## config.mk

```make
export PLATFORM = sky130hd
export DESIGN_NAME = utf8_sequence_check_unit
export DESIGN_NICKNAME = d
export VERILOG_FILES = /design/src/hdl/u8sc_pkg.sv /design/src/hdl/utf8_sequence_check_unit.sv /design/src/hdl/u8sc_lead_decode.sv /design/src/hdl/u8sc_track.sv
export SDC_FILE = /design/constraint.sdc
export NUM_CORES = 1
export LEC_CHECK = 0
export BUFFER_PORTS_ARGS = -buffer_cell sky130_fd_sc_hd__buf_2
export CAP_MARGIN = 20
export CORE_MARGIN = 3
export CORE_UTILIZATION = 47
export CTS_CLUSTER_DIAMETER = 40
export DETAILED_ROUTE_END_ITERATION = 12
export GPL_ROUTABILITY_DRIVEN = 0
export PLACE_DENSITY = 0.72
export RECOVER_POWER = 25
export SLEW_MARGIN = 20
export SYNTH_ARGS = -nofsm -noshare
export SYNTH_HDL_FRONTEND = slang
export SYNTH_HIERARCHICAL = 1
export SYNTH_SLANG_ARGS = --single-unit
```

## constraint.sdc

```tcl
create_clock -name clk_i -period 1.6 [get_ports clk_i]
set_input_delay 0.24 -clock clk_i [delete_from_list [all_inputs] [get_ports clk_i]]
set_output_delay 0.24 -clock clk_i [all_outputs]
set_load 0.03 [all_outputs]
```

## src/hdl/u8sc_pkg.sv

```systemverilog
package u8sc_pkg;

  // Byte class masks
  localparam logic [7:0] TopBitMask = 8'h80;
  localparam logic [7:0] ContMask   = 8'hC0;

  localparam int unsigned PendW = 3;

  // Class of one byte as seen by the sequence tracker
  typedef struct packed {
    logic             top_bit;    // bit 7 set
    logic             is_cont;    // 10xxxxxx
    logic [PendW-1:0] cont_count; // continuations a lead of this form opens
  } byte_info_t;

  // Verdict of one string
  typedef struct packed {
    logic is_utf8;
    logic saw_non_ascii;
  } verdict_t;

endpackage

```

## src/hdl/utf8_sequence_check_unit.sv

```systemverilog
// Verdicts: the verdict of a last item passes through the input register, then the result
//   register, where it waits until the receiver takes it; other items give none.
// Throughput: one transaction per cycle; the input side stalls only while a finished
//   verdict waits in the result register and the next staged item is also last.
// Reset: rst_ni low clears both valid flags and the string state (pending count,
//   high-bit and failure flags) at once; payload registers are not reset.
module utf8_sequence_check_unit (
  input  logic       clk_i,
  input  logic       rst_ni,
  input  logic       in_valid_i,
  output logic       in_ready_o,
  input  logic [7:0] data_byte_i,
  input  logic       carries_byte_i,
  input  logic       last_byte_i,
  output logic       out_valid_o,
  input  logic       out_ready_i,
  output logic       is_utf8_o,
  output logic       saw_non_ascii_o
);
  import u8sc_pkg::*;

  // Input stage
  logic       in_valid_q, in_valid_d;
  logic [7:0] byte_q;
  logic       has_q;
  logic       last_q;

  // Result stage
  logic       out_valid_q, out_valid_d;
  verdict_t   res_q;

  logic       out_free;
  logic       advance;
  logic       in_take;
  byte_info_t info;
  verdict_t   verdict;

  // The result register can load when empty or being drained this cycle
  assign out_free = !out_valid_q || out_ready_i;

  // Non-last items never need the result register, so they always advance
  assign advance    = in_valid_q && (!last_q || out_free);
  assign in_ready_o = !in_valid_q || advance;
  assign in_take    = in_valid_i && in_ready_o;

  always_comb begin
    in_valid_d = in_valid_q;
    if (in_take) begin
      in_valid_d = 1'b1;
    end else if (advance) begin
      in_valid_d = 1'b0;
    end
  end

  always_ff @(posedge clk_i or negedge rst_ni) begin
    if (!rst_ni) begin
      in_valid_q <= 1'b0;
    end else begin
      in_valid_q <= in_valid_d;
    end
  end

  // Hold the staged transaction until it advances
  always_ff @(posedge clk_i) begin
    if (in_take) begin
      byte_q <= data_byte_i;
      has_q  <= carries_byte_i;
      last_q <= last_byte_i;
    end
  end

  u8sc_lead_decode u_decode (
    .data_byte_i (byte_q),
    .info_o      (info)
  );

  u8sc_track u_track (
    .clk_i      (clk_i),
    .rst_ni     (rst_ni),
    .advance_i  (advance),
    .has_byte_i (has_q),
    .is_last_i  (last_q),
    .info_i     (info),
    .verdict_o  (verdict)
  );

  // Load the verdict when a last item advances; drop it once taken
  always_comb begin
    out_valid_d = out_valid_q;
    if (advance && last_q) begin
      out_valid_d = 1'b1;
    end else if (out_ready_i) begin
      out_valid_d = 1'b0;
    end
  end

  always_ff @(posedge clk_i or negedge rst_ni) begin
    if (!rst_ni) begin
      out_valid_q <= 1'b0;
    end else begin
      out_valid_q <= out_valid_d;
    end
  end

  always_ff @(posedge clk_i) begin
    if (advance && last_q) begin
      res_q <= verdict;
    end
  end

  assign out_valid_o     = out_valid_q;
  assign is_utf8_o       = res_q.is_utf8;
  assign saw_non_ascii_o = res_q.saw_non_ascii;

endmodule

```

## src/hdl/u8sc_lead_decode.sv

```systemverilog
module u8sc_lead_decode (
  input  logic [7:0]          data_byte_i,
  output u8sc_pkg::byte_info_t info_o
);
  import u8sc_pkg::*;

  logic [PendW-1:0] count;

  // Leading ones minus one (zero for a byte with no leading ones), in the pending counter width
  always_comb begin
    casez (data_byte_i)
      8'b0???????: count = PendW'(0);
      8'b10??????: count = PendW'(0);
      8'b110?????: count = PendW'(1);
      8'b1110????: count = PendW'(2);
      8'b11110???: count = PendW'(3);
      8'b111110??: count = PendW'(4);
      8'b1111110?: count = PendW'(5);
      8'b11111110: count = PendW'(6);
      default:     count = PendW'(7);
    endcase
  end

  assign info_o.top_bit    = (data_byte_i & TopBitMask) != 8'h00;
  assign info_o.is_cont    = (data_byte_i & ContMask) == TopBitMask;
  assign info_o.cont_count = count;

endmodule

```

## src/hdl/u8sc_track.sv

```systemverilog
module u8sc_track (
  input  logic                 clk_i,
  input  logic                 rst_ni,
  input  logic                 advance_i,
  input  logic                 has_byte_i,
  input  logic                 is_last_i,
  input  u8sc_pkg::byte_info_t info_i,
  output u8sc_pkg::verdict_t   verdict_o
);
  import u8sc_pkg::*;

  logic [PendW-1:0] pend_q, pend_d, pend_n;
  logic             seen_q, seen_d, seen_n;
  logic             fail_q, fail_d, fail_n;

  // Effect of the current byte on the string state
  always_comb begin
    pend_n = pend_q;
    seen_n = seen_q | (has_byte_i & info_i.top_bit);
    fail_n = fail_q;
    if (has_byte_i && !fail_q) begin
      if (pend_q == '0) begin
        if (info_i.top_bit) begin
          if (info_i.is_cont) begin
            fail_n = 1'b1;
          end else begin
            pend_n = info_i.cont_count;
          end
        end
      end else if (!info_i.is_cont) begin
        fail_n = 1'b1;
      end else begin
        pend_n = pend_q - PendW'(1);
      end
    end
  end

  assign verdict_o.is_utf8       = !fail_n && (pend_n == '0) && seen_n;
  assign verdict_o.saw_non_ascii = seen_n;

  // Clear after the last item so the next string starts fresh
  always_comb begin
    pend_d = pend_q;
    seen_d = seen_q;
    fail_d = fail_q;
    if (advance_i) begin
      if (is_last_i) begin
        pend_d = '0;
        seen_d = 1'b0;
        fail_d = 1'b0;
      end else begin
        pend_d = pend_n;
        seen_d = seen_n;
        fail_d = fail_n;
      end
    end
  end

  always_ff @(posedge clk_i or negedge rst_ni) begin
    if (!rst_ni) begin
      pend_q <= '0;
      seen_q <= 1'b0;
      fail_q <= 1'b0;
    end else begin
      pend_q <= pend_d;
      seen_q <= seen_d;
      fail_q <= fail_d;
    end
  end

endmodule

```

==> metrics.md <==
| Metric | Value |
|---|---|
| Dpl cells | 123 |
| Setup crit end kind | register |
| Post-Layout Cell Count | 134 |
| First-pass GRT wire length | roughly 2700 µm |
| Synth top area cells | edfxtp_1, dfrtp_1, nand2b_1 |
| Chip Width | between 50 and 60 µm |
| Syn_nets | 93 |
| Number of cell rows | 15 |
| Proportion of layout cells with a drive suffix above 1 | 46.8% |
| Residual DRC | 0 |
| Hold Slack | 0.113 ns |
| Synth warnings | 6 |
| Largest net degree at the start of global routing | 12 |
| Setup Crit Path Kind | reg -> reg |
| Net Sw Frac | 29.9% |
| CTS buffer count | 3 |
| Avg Inst Size Synth | 12.0 µm² |
| Sequential cell area fraction in the yosys report | between 50% and 60% |
| Final period utilization | 106% |
| XOR/XNOR Fraction of Synth Area | 0% |
| CP max-delay cell | dfrtp_1 |
| Share of power burned in registers | 46.8% |
| Avg WL per Cell | around 14 µm |
| Seq cells post-synth | 19 |
| CP Buf/Inv Count | 3 |
| ANT cells | 0 |
| Outcome | finished, violations left |
| Mapped Cells | 77 |
| Die Ht | around 50 µm |
| P_int | 886 µW |
| Antenna violations before repair | 0 |
| Fmax | around 590 MHz |
| Register Area | 536 µm² |
| Max-cap violations | 0 |
| Worst vdd rail ir drop | slightly above 0.7 mV |
| Design area | between 0.001 and 0.0015 mm² |
| Final Hold Viols | 0 |
| Die area | 0.00254 mm² |
| Critical Path Source Type | register |
| Post-synthesis mux area share | 0% |
| Pins Over Slew Limit | 0 |
| Placement Setup Slack | -0.139 ns |
| Synth top cells by count | edfxtp_1, inv_1, dfrtp_1, nand2b_1, a21oi_1 |
| WL final | 1860 µm |
| Gr usage total | 14.8% |
| Crit path DAT | 1.75 ns |
| Synth Cell Area | ~900 µm² |
| Max_slew headroom | 79.7% |
| Async S/R FF share, synth | 36.8% |
| Combinational share of power | 34.2% |
| Compound-gate portion of the synthesized area | 16.4% |
| CTS tree | yes |
| Post-synth cell types | 29 |
| Net Switching | 378 µW |
| Largest stage delay, worst path | 0.41 ns |
| Remaining global-route overflow | 0 |
| Largest family of logic cells by synthesized area | simple AND/OR/NAND/NOR gates |
| Footprint of the multi-input gates | 434 µm² |
| Vias in the first global route | 598 |
| Worst-path cell chain | buf_4 -> buf_4 -> buf_4 -> nor4bb_2 -> o21ai_2 -> o311ai_2 -> and4_1 |
| Post-synth EDFFs | 12 |
| Via density | 5.08 |
| Initial DRC Count | 7 |
| Layout fillers | ~140 |
| Drt pass-1 iters | 4 |
| CTS Buffer Depth | 2 |
| Post-synthesis simple-gate area fraction | around 18% |
| Final WS setup | -0.0898 ns |
| CP Data Required Time | 1.66 ns |
| Clk pin slew, worst setup/hold paths | 0.11 ns |
| Post-layout minimum cycle time | 1.69 ns |
| # IOs | 18 |
| TNS Setup | -0.107 ns |
| Critical path peak fanout | 2 |
| Unrepaired setup endpoints after global routing | yes |
| Clock Latency Late Sink | 0.29 ns |
| Core Area | 0.00180 mm² |
| CP dominant cell by count | buf_4 |
| Starting density of the core | between 50% and 60% |
| # clock sinks | 19 |
| Synth top area share | between 30% and 40% |
| DRT antenna net count | 0 |
| Layout area overhead | 34.7% |
| Root buf cell | clkbuf_4 |
| DP Area | 0.00109 mm² |
| Failing checks | negative setup slack |
| Final-report setup violation count | 2 |
| Vias post-DR | ~680 |
| Post-synth top area cell | edfxtp_1 |
| Leakage | 0.000534 µW |
| Count leader, synth | edfxtp_1 |
| Clock power share | 19.0% |
| PortBufs | 17 |
| HP Class | in -> reg |
| H-tree levels | 1 |
| Net count reported at finish | 126 |
| Slew @ Worst Pin | 0.305 ns |
| Most used DFF post-synth | edfxtp_1 |
| Synth Area in Adders | 2.70% |
| Clk_skew | between 0.001 and 0.0015 ns |
| Top delay family on crit path | flip-flops |
| Hpwl dp | 1240 µm |
| Power Dens Cells | 1010 mW/mm² |
## layout by cell type, fill, tap and decap left out, types with 2 or more instances in the layout
cell type	n
o22ai_1	3
buf_4	12
nand3_1	2
edfxtp_1	12
dfrtp_1	7
inv_2	2
buf_2	17
o21ai_1	2
nor2_1	3
nand2b_1	6
a21oi_1	6
inv_1	6
ha_4	2
clkbuf_4	3
nand2_1	2
## through the flow
step           utilization (%)  power, µW
5_1_grt                   69.2       1330
3_3_place_gp              60.4        875
4_1_cts                   64.6       1180
2_1_floorplan                -        801
3_5_place_dp              60.4        892
6_report                  69.2       1260
## area by class of cell
type / instances / share of cell area, %
multi-input combinational: 47 / 34.8
tap: 25 / 2.51
sequential: 19 / 42.9
timing repair buffer: 30 / 14.8
clock buffer: 3 / 1.81
clock inverter: 1 / 0.401
inverter: 9 / 2.71
## state kept, by name, summed over array words and instances, names as in the netlist
register	cells
has_q	1
saw_non_ascii_o	1
last_q	1
byte_q	8
u_track/pend_q	3
in_valid_q	1
u_track/seen_q	1
u_track/fail_q	1
out_valid_o	1
is_utf8_o	1
## layer usage
metal  wire, µm  vias up  track usage, %
met3         69        2            3.56
met1        795      320            18.8
met4         17        0            5.38
met5          0        -               0
met2        980       17            24.6
li1           -      342               -
## power by group through the flow
stage / combinational [µW] / clock [µW] / sequential, µW
final: 432 / 240 / 591
after global routing: 466 / 274 / 596
after CTS: 340 / 245 / 592
after detailed placement: 291 / 0 / 602
after global placement: 276 / 0 / 600
after floorplan: 191 / 0 / 610
## path summary, 6_finish.rpt
path	depth (start not counted)	start	endpoint	slack (ns)
max reg2reg	7	u_track/pend_q[0]	is_utf8_o	-0.09
min	1	data_byte_i[4]	byte_q[4]	0.11
min reg2reg	2	u_track/seen_q	u_track/seen_q	0.56
max	7	u_track/pend_q[0]	is_utf8_o	-0.09
min in group asynchronous	2	rst_ni	u_track/pend_q[1]	0.31
max in group asynchronous	2	rst_ni	u_track/fail_q	1.13
## logic make-up after synthesis
group,count (synthesis)
AO/OA/AOI/OAI,23
adder cells (fa/ha/maj),2
buffers and inverters,11
flip-flops,19
AND/OR/NAND/NOR,22
## worst reg2reg max path: cells and delay by family (launching register included)
family,cells,cell delay [ns]
flops,1,0.41
buf+inv,3,0.39
simple gates,2,0.38
compound gates,2,0.29
## repair_timing
action,4_1_cts,5_1_grt
hold endpoints to repair,7,0
setup buffers,1,5
endpoints found under the setup margin,4,3
hold buffers,1,0
pin swaps,3,7
gates resized for setup,6,10
(Power assumes the default switching activity.)
